--- src/rtl/core/chm_ram.sv ---
// generic single write port, single read port ram with registered read
// no dependencies
module chm_ram #(
  parameter int unsigned WIDTH = 8,
  parameter int unsigned DEPTH = 16
) (
  input  logic                     clk_i,
  input  logic                     we_i,
  input  logic [$clog2(DEPTH)-1:0] waddr_i,
  input  logic [WIDTH-1:0]         wdata_i,
  input  logic [$clog2(DEPTH)-1:0] raddr_i,
  output logic [WIDTH-1:0]         rdata_o
);

  logic [WIDTH-1:0] mem_q [DEPTH];

  always_ff @(posedge clk_i) begin
    if (we_i) begin
      mem_q[waddr_i] <= wdata_i;
    end
    rdata_o <= mem_q[raddr_i];
  end

endmodule

--- config.mk ---
export PLATFORM = sky130hd
export DESIGN_NAME = chm_ram
export DESIGN_NICKNAME = d
export VERILOG_FILES = /design/src/rtl/core/chm_ram.sv
export SDC_FILE = /design/constraint.sdc
export NUM_CORES = 1
export LEC_CHECK = 0
export BUFFER_PORTS_ARGS = -buffer_cell sky130_fd_sc_hd__buf_2
export CORE_UTILIZATION = 65
export CTS_CLUSTER_SIZE = 16
export DETAILED_ROUTE_END_ITERATION = 10
export GPL_TIMING_DRIVEN = 0
export PLACE_DENSITY = 0.94
export SLEW_MARGIN = 20
export SYNTH_ARGS = -nofsm -noshare
export SYNTH_HDL_FRONTEND = slang
export SYNTH_SLANG_ARGS = --single-unit
--- constraint.sdc ---
create_clock -name clk_i -period 2.8 [get_ports clk_i]
set_input_delay 0.14 -clock clk_i [delete_from_list [all_inputs] [get_ports clk_i]]
set_output_delay 0.14 -clock clk_i [all_outputs]
set_load 0.005 [all_outputs]
==> impl_metrics.env <==
export IMPL_floorplan_rows=32
export IMPL_min_to="mem_q[7][0]"
export IMPL_post_cts_buffers=0
export IMPL_hp_class="in -> reg"
export IMPL_rr_worst_depth=3
export IMPL_ctsHoldBuffers=0
export IMPL_area_growth_syn_to_layout_pct=15.92
export IMPL_outcome="finished clean"
export IMPL_core_um2=7687
export IMPL_syn_nets=247
export IMPL_clock_path_buffers=2
export IMPL_crit_path_end_kind="flop"
export IMPL_ys_seq_area_frac=0.7778
export IMPL_cts_tree="yes"
export IMPL_root_buffer="clkbuf_8"
export IMPL_ant_nets=0
export IMPL_setup_tns_ns=0
export IMPL_grt_pass1_wl_um=14820
export IMPL_r2r_end="rdata_o[0]"
export IMPL_cap_viol_max_count=0
export IMPL_worst_pin_slew_ns=0.7915
export IMPL_vias_per_cell=6.424
export IMPL_clock_sinks=136
export IMPL_min_from="wdata_i[0]"
export IMPL_ys_warn_count=0
export IMPL_path_clk_slew_ns=0.06
export IMPL_ys_top_cells_by_area="edfxtp_1 75%, mux4_2 7.9%, mux4_1 7.1%, dfxtp_1 3.1%, a22oi_1 2.3%"
export IMPL_start_util=0.6696
export IMPL_drt_total_wl_um=9979
export IMPL_yosysTopAreaCellShare=0.7467
export IMPL_hold_violations=0
export IMPL_dp_hpwl_um=5860
export IMPL_die_area_um2=8279
export IMPL_crit_chain="mux4_1 > a22oi_1 > nand2_1"
export IMPL_antennaDiodeCount=0
export IMPL_crit_fanout=1
export IMPL_post_cts_resized=0
export IMPL_synth_cells=229
export IMPL_grt_overflow_total=0
export IMPL_antenna_found_initial=0
export IMPL_clock_latency_ns=0.52
export IMPL_grt_use_total=0.2678
export IMPL_cts_max_level=4
export IMPL_fin_util=0.7762
export IMPL_required_ns=3.19
export IMPL_cts_buffers=17
export IMPL_grt_pass1_vias=2454
export IMPL_hold_ws_ns=0.01301
export IMPL_first_pass_iters=5
export IMPL_timing_final_crit_share=0.4980
export IMPL_r2r_setup_slack_ns=1.41
export IMPL_setup_violations=0
export IMPL_yosysUniqueCellTypes=19
export IMPL_fmax_ghz=0.7172
export IMPL_grt_max_degree=17
export IMPL_fin_crit_ns=1.394
export IMPL_gp_congestion=0.7759
export IMPL_cpPeakStageDelay_ns=0.56
export IMPL_port_buffers=24
export IMPL_nNetsFinal=290
export IMPL_dieWidth_um=90.99
export IMPL_drive_gt1_frac=0.3053
export IMPL_peakVddDrop_v=0.0005217
export IMPL_reg2reg_from="mem_q[1][0]"
export IMPL_die_h_um=90.99
export IMPL_synth_seq_cells=136
export IMPL_dr_first_iter_drc_count=278
export IMPL_p_total_mw=4.578
export IMPL_synth_top_cell_by_area="edfxtp_1"
export IMPL_cellPowerDensity_nw_per_um2=767.3
export IMPL_avgSynthCellArea_um2=22.48
export IMPL_wl_per_cell_um=25.79
export IMPL_skew_ns=0.008654
export IMPL_post_route_drc_count=0
export IMPL_power_leakage_nw=2.011
export IMPL_holdPathStages=1
export IMPL_cpMaxStageDelayCell="mux4_1"
export IMPL_io_pins=26
export IMPL_num_vias=2486
export IMPL_rsz0062_at_grt="false"
export IMPL_critPathLaunchType="flop"
export IMPL_synth_area_um2=5147
export IMPL_maxSlewHeadroom=0.4704
export IMPL_slew_violations=0
export IMPL_fillers=390
export IMPL_worst_setup_path_type="reg -> reg"
export IMPL_worstPathArrival_ns=1.79
==> kinds of logic after synthesis <==
kind of cell    synth area share
flops                     0.7778
simple gates             0.03184
mux                       0.1502
compound gates           0.02334
buf+inv                  0.01677
==> cells in the final DEF, fill, tap and decap left out <==
master and count:
a22oi_1 16, and2_1 1, and2b_1 1, buf_2 27, buf_4 1, buf_6 3, bufinv_16 2, clkbuf_1 2
clkbuf_16 16, clkbuf_8 1, clkdlybuf4s25_2 3, clkinv_2 6, clkinv_4 1, clkinvlp_4 3, dfxtp_1 8, edfxtp_1 128
inv_6 1, mux4_1 14, mux4_2 18, nand2_1 9, nand2b_1 2, nand3_1 1, nand3b_1 2, nor2_1 13
nor2b_1 1, nor3_2 4, or3b_2 1
==> cells in the mapped netlist, drive strengths merged <==
library cell   number
nand3b              2
and2                1
a22oi              16
nor3                4
dfxtp               8
clkdlybuf4s25       3
buf                 7
or3b                1
nor2               13
nand2               9
nand3               1
nor2b               1
nand2b              2
edfxtp            128
mux4               32
and2b               1
==> layout make-up <==
| cell class | instances | area (µm²) | area share |
|---|---|---|---|
| repair buffers | 24 | 120.1 | 0.02013 |
| plain buffers | 10 | 86.33 | 0.01447 |
| well taps | 102 | 127.6 | 0.02139 |
| clock buffers | 19 | 421.7 | 0.07066 |
| multi-input cells | 83 | 1077 | 0.1805 |
| clock inverters | 13 | 130.1 | 0.02181 |
| flip-flops and latches | 136 | 4004 | 0.6710 |
==> flip-flops by register name, indices dropped and copies added, names as in the netlist <==
| register | flops |
|---|---|
| mem_q | 128 |
| rdata_o | 8 |
==> worst max path at each step <==
stage,startpoint,endpoint,slack [ns]
global placement,waddr_i[2],mem_q[0][4],0.65
floorplan,waddr_i[2],mem_q[0][0],1.17
global route,mem_q[4][2],rdata_o[2],1.33
finish,mem_q[1][0],rdata_o[0],1.41
CTS,mem_q[1][0],rdata_o[0],1.38
detailed placement,waddr_i[2],mem_q[3][4],1.01
==> metal layers <==
layer / share of wire / global-route usage / vias up
li1: - / - / 1061
met1: 0.42 / 0.4050 / 1241
met2: 0.48 / 0.3883 / 163
met3: 0.081 / 0.05695 / 21
met4: 0.026 / 0.1190 / 0
met5: 0 / 0 / -
==> metrics by stage <==
stage          worst slack, ns  cell area, µm²  std cells
2_1_floorplan            1.167            5147        229
6_report                 1.406            5967        387
5_1_grt                  1.330            5967        387
3_3_place_gp            0.6545            5395        355
4_1_cts                  1.385            5962        387
3_5_place_dp             1.007            5410        355
==> power by group <==
part / internal [mW] / leakage [nW] / total [mW] / switching [mW]
Combinational: 0.0904 / 0.520 / 0.216 / 0.126
Sequential: 2.28 / 1.22 / 2.29 / 0.0125
Clock: 1.26 / 0.268 / 2.07 / 0.814
==> worst max-delay path, delay by kind of cell (launching register included) <==
kind             cells  cell delay (ns)
flip-flops           1             0.36
multiplexers         1             0.56
AND/OR/NAND/NOR      1             0.10
AO/OA/AOI/OAI        1             0.26
Power figures use the tool's default switching activity.
