===== src/rtl/core/chm_pkg.sv =====
// shared types and constants for the chained hash multiset core
// no dependencies
package chm_pkg;

  localparam int unsigned KEY_W = 31;
  localparam int unsigned CMD_W = 2;

  localparam logic [CMD_W-1:0] CMD_INSERT = 2'd0;
  localparam logic [CMD_W-1:0] CMD_DELETE = 2'd1;
  localparam logic [CMD_W-1:0] CMD_QUERY  = 2'd2;

  typedef struct packed {
    logic [CMD_W-1:0] command;
    logic [KEY_W-1:0] key;
  } chm_req_t;

  typedef struct packed {
    logic found;
    logic status;
  } chm_rsp_t;

endpackage


===== src/rtl/core/chm_mod.sv =====
// key modulo bucket count by reciprocal multiplication, pipelined through quotient, difference and remainder registers
// depends on chm_pkg
module chm_mod
  import chm_pkg::*;
#(
  parameter int unsigned BUCKET_COUNT = 1021
) (
  input  logic                            clk_i,
  input  logic                            rst_ni,
  input  logic                            start_i,
  input  logic [KEY_W-1:0]                key_i,
  output logic                            done_o,
  output logic [$clog2(BUCKET_COUNT)-1:0] rem_o
);

  localparam int unsigned BAW = $clog2(BUCKET_COUNT);
  localparam int unsigned RW  = BAW + 1;
  localparam int unsigned PRW = KEY_W + 32;
  localparam int unsigned QDW = KEY_W + BAW;
  // floor(2^32 / BUCKET_COUNT); the quotient estimate is low by at most one
  localparam logic [63:0] RECIP64 = (64'd1 << 32) / 64'(BUCKET_COUNT);
  localparam logic [31:0] RECIP   = RECIP64[31:0];

  logic [KEY_W-1:0] key_q;
  logic [KEY_W-1:0] quo_q, quo_d;
  logic [RW-1:0]    diff_q, diff_d;
  logic [RW-1:0]    rem_q, rem_d;
  logic [PRW-1:0]   prod;
  logic [QDW-1:0]   back;
  logic [KEY_W-1:0] sub;
  logic             go_q, quo_vld_q, diff_vld_q, done_q;

  assign prod  = PRW'(key_q) * PRW'(RECIP);
  assign quo_d = prod[PRW-1:32];
  assign back  = QDW'(quo_q) * QDW'(BUCKET_COUNT);
  // key minus estimated quotient times bucket count lies below twice the count
  assign sub    = key_q - back[KEY_W-1:0];
  assign diff_d = sub[RW-1:0];
  assign rem_d  = (diff_q >= RW'(BUCKET_COUNT)) ? diff_q - RW'(BUCKET_COUNT) : diff_q;

  always_ff @(posedge clk_i or negedge rst_ni) begin
    if (!rst_ni) begin
      go_q       <= 1'b0;
      quo_vld_q  <= 1'b0;
      diff_vld_q <= 1'b0;
      done_q     <= 1'b0;
    end else begin
      go_q       <= start_i;
      quo_vld_q  <= go_q;
      diff_vld_q <= quo_vld_q;
      done_q     <= diff_vld_q;
    end
  end

  always_ff @(posedge clk_i) begin
    if (start_i) begin
      key_q <= key_i;
    end
    quo_q  <= quo_d;
    diff_q <= diff_d;
    rem_q  <= rem_d;
  end

  assign done_o = done_q;
  assign rem_o  = rem_q[RW-2:0];

endmodule


===== config.mk =====
export PLATFORM = sky130hd
export DESIGN_NAME = chm_mod
export DESIGN_NICKNAME = d
export VERILOG_FILES = /design/src/rtl/core/chm_pkg.sv /design/src/rtl/core/chm_mod.sv
export SDC_FILE = /design/constraint.sdc
export NUM_CORES = 1
export LEC_CHECK = 0
export BUFFER_PORTS_ARGS = -buffer_cell sky130_fd_sc_hd__buf_4
export CAP_MARGIN = 20
export CORE_ASPECT_RATIO = 2
export CORE_UTILIZATION = 65
export DETAILED_ROUTE_END_ITERATION = 10
export PLACE_DENSITY = 0.94
export SETUP_SLACK_MARGIN = 0.5
export SKIP_CTS_REPAIR_TIMING = 1
export SYNTH_ARGS = -nofsm -noshare
export SYNTH_HDL_FRONTEND = slang
export SYNTH_SLANG_ARGS = --single-unit

===== constraint.sdc =====
create_clock -name clk_i -period 14.36 [get_ports clk_i]
set_clock_uncertainty 0.15 [all_clocks]
set_input_delay 1.436 -clock clk_i [delete_from_list [all_inputs] [get_ports clk_i]]
set_output_delay 1.436 -clock clk_i [all_outputs]
set_load 0.01 [all_outputs]

==> metrics.yaml <==
crit_type: "reg -> reg"
violations: "design-rule violations"
setup_viol: 0
syn_nets: 1145
ios: 45
path_cells: "ha_1, ha_1, ha_1, fa_1, fa_1, fa_1, ha_1, ha_1, a21oi_1, o21ai_0, a22oi_2, nand3_1, o22a_4, a211oi_2, xnor2_1"
cpPeakStageDelay_ns: 0.58
slew_headroom: 0.6144
min_path_type: "reg -> reg"
htree_num_levels: 3
tightest_slew_ns: 0.5709
use_met3: 0.08821
period_needed_ns: 5.706
grt_max_degree: 33
synthTopCellsByArea: "ha_1, fa_1, edfxtp_1, dfxtp_1, inv_1"
path_max_fanout: 6
avgSynthCellArea_um2: 11.70
cts_tree: "built"
synth_edf_count: 31
start_util: 0.6724
routed_via_density: 6.589
async_reset_ff_frac: 0.05970
nets: 1199
overflow: 0
grt-busiest-layer: "met2"
postSynthRegisterBits: 67
antenna_found_initial: 0
yosysTopAreaCell: "ha_1"
synth_top_area_frac: 0.3817
use_met2: 0.6636
synth_seq_area_share: 0.1903
grt_use_met1: 0.3257
syn_inst: 751
final_max_slew_viol_count: 0
diodes: 0
row_count: 59
area_growth_pct: 9.755
io_buffers: 44
critical_path.endpoint_type: "flip-flop"
grt_usage: 0.3735
clockRootBuffer: "clkbuf_16"
timing.fmax_mhz: 175.3
first_pass_iters: 8
cpLargestDelayFamily: "adder cells"
synth_common_cells: "ha_1, inv_1, fa_1, xnor2_1, dfxtp_1"
crit_slowest_cell: "edfxtp_1"
yosysWarningCount: 0
grt_pass1_wl_mm: 37.78
cp_num_buf_inv: 0
place.gp.congestion: 1.094
hold_viol: 0
drt-wirelength-per-cell_um: 25.13
num_vias: 6339
required_ns: 14.48
path_clk_slew_ns: 0.06
dieArea_mm2: 0.01401
die_x_um: 84.21
synth_area_mm2: 0.008786
status: "finished, violations left"
coreArea_mm2: 0.01307
die_h_um: 166.4
cts_buffers: 9
drtIter0Drc: 399
cts.sinks: 67
grt_setup_unrepaired: "no"
fin_crit_sh: 0.3974
worst_setup_path_start_kind: "flip-flop"
crit_top_cell: "ha_1"
ant_nets: 0
tns_ns: 0
clock_latency_ns: 0.35
drc: 9
grt_pass1_vias: 7280
max-cap-violations: 0
synth_ff_type: "dfxtp_1"
crit_arrival_ns: 5.82
synth.most_common_cell: "ha_1"
drive_gt1_frac: 0.08889
routed_wl_mm: 24.17
ys_types: 50
clockBufferDepth: 2
dpl.hpwl_mm: 18.95
## worst paths after layout
| kind | start | to | slack, ns | cells past startpoint |
|---|---|---|---|---|
| setup / recovery | key_q[15] | quo_q[10] | 8.65 | 15 |
| hold / removal | quo_vld_q | diff_vld_q | 0.20 | 0 |
| setup reg to reg | key_q[15] | quo_q[10] | 8.65 | 15 |
| hold reg to reg | quo_vld_q | diff_vld_q | 0.20 | 0 |
| max in group asynchronous | rst_ni | go_q | 13.23 | 1 |
| min in group asynchronous | rst_ni | diff_vld_q | 0.73 | 1 |
## worst register-to-register path, cell delays in order, from the launching register on
cell      delay, ns
edfxtp_1       0.58
ha_1           0.40
ha_1           0.32
ha_1           0.23
fa_1           0.58
fa_1           0.48
fa_1           0.55
ha_1           0.32
ha_1           0.39
a21oi_1        0.20
o21ai_0        0.26
a22oi_2        0.26
nand3_1        0.11
o22a_4         0.27
a211oi_2       0.37
xnor2_1        0.17
## kinds of logic after synthesis
| logic type | synth area share |
|---|---|
| AOI/OAI and AO/OA | 0.07534 |
| adders and majority gates | 0.5913 |
| buffers and inverters | 0.04201 |
| and+or+nand+nor | 0.04614 |
| muxes | 0.001139 |
| DFF | 0.1903 |
| xor gates and xnor gates | 0.05383 |
## state kept, by name (all words and copies together) (netlist names)
register and cells:
diff_vld_q 1, diff_q 11, quo_vld_q 1, go_q 1, quo_q 11, rem_q 10
key_q 31, done_o 1
## cell usage in the layout (no fill, tap or decap), types with 18 or more instances in the layout
cell type  Yosys  routed
a21oi_1       24      24
buf_4          0      44
dfxtp_1       32      32
edfxtp_1      31      31
fa_1          92      92
ha_1         268     268
inv_1         97      97
nand2_1       23      23
o21ai_0       18      18
xnor2_1       40      40
## cell type report
| class | instances | area (um^2) |
|---|---|---|
| clock buffers | 9 | 225.2 |
| inverters | 97 | 364.1 |
| multi-input cells | 586 | 6745 |
| clock inverters | 7 | 116.4 |
| flip-flops and latches | 67 | 1672 |
| well taps | 152 | 190.2 |
| repair buffers | 44 | 330.3 |
| fillers | 815 | 3423 |
## routing by layer
| metal | vias to the layer above | wire length (um) |
|---|---|---|
| met5 | - | 0 |
| met4 | 0 | 2809 |
| met3 | 171 | 1638 |
| met2 | 348 | 12770 |
| met1 | 3074 | 6950 |
| li1 | 2746 | - |
## per-stage QoR
step	hold WS (ns)	std cells	util	setup WS [ns]	instance area [um^2]
floorplan	0.1812	751	-	9.527	8786
global placement	0.1843	946	0.7119	8.959	9301
detailed placement	0.1965	946	0.7119	8.874	9301
CTS	0.2003	962	0.7380	8.751	9643
global route	0.2268	962	0.7380	8.663	9643
finish	0.1981	962	0.7380	8.654	9643
Power is left out: the tool's default activity adds up to more than one toggle a clock period on the data nets, which glitch-free logic cannot reach.
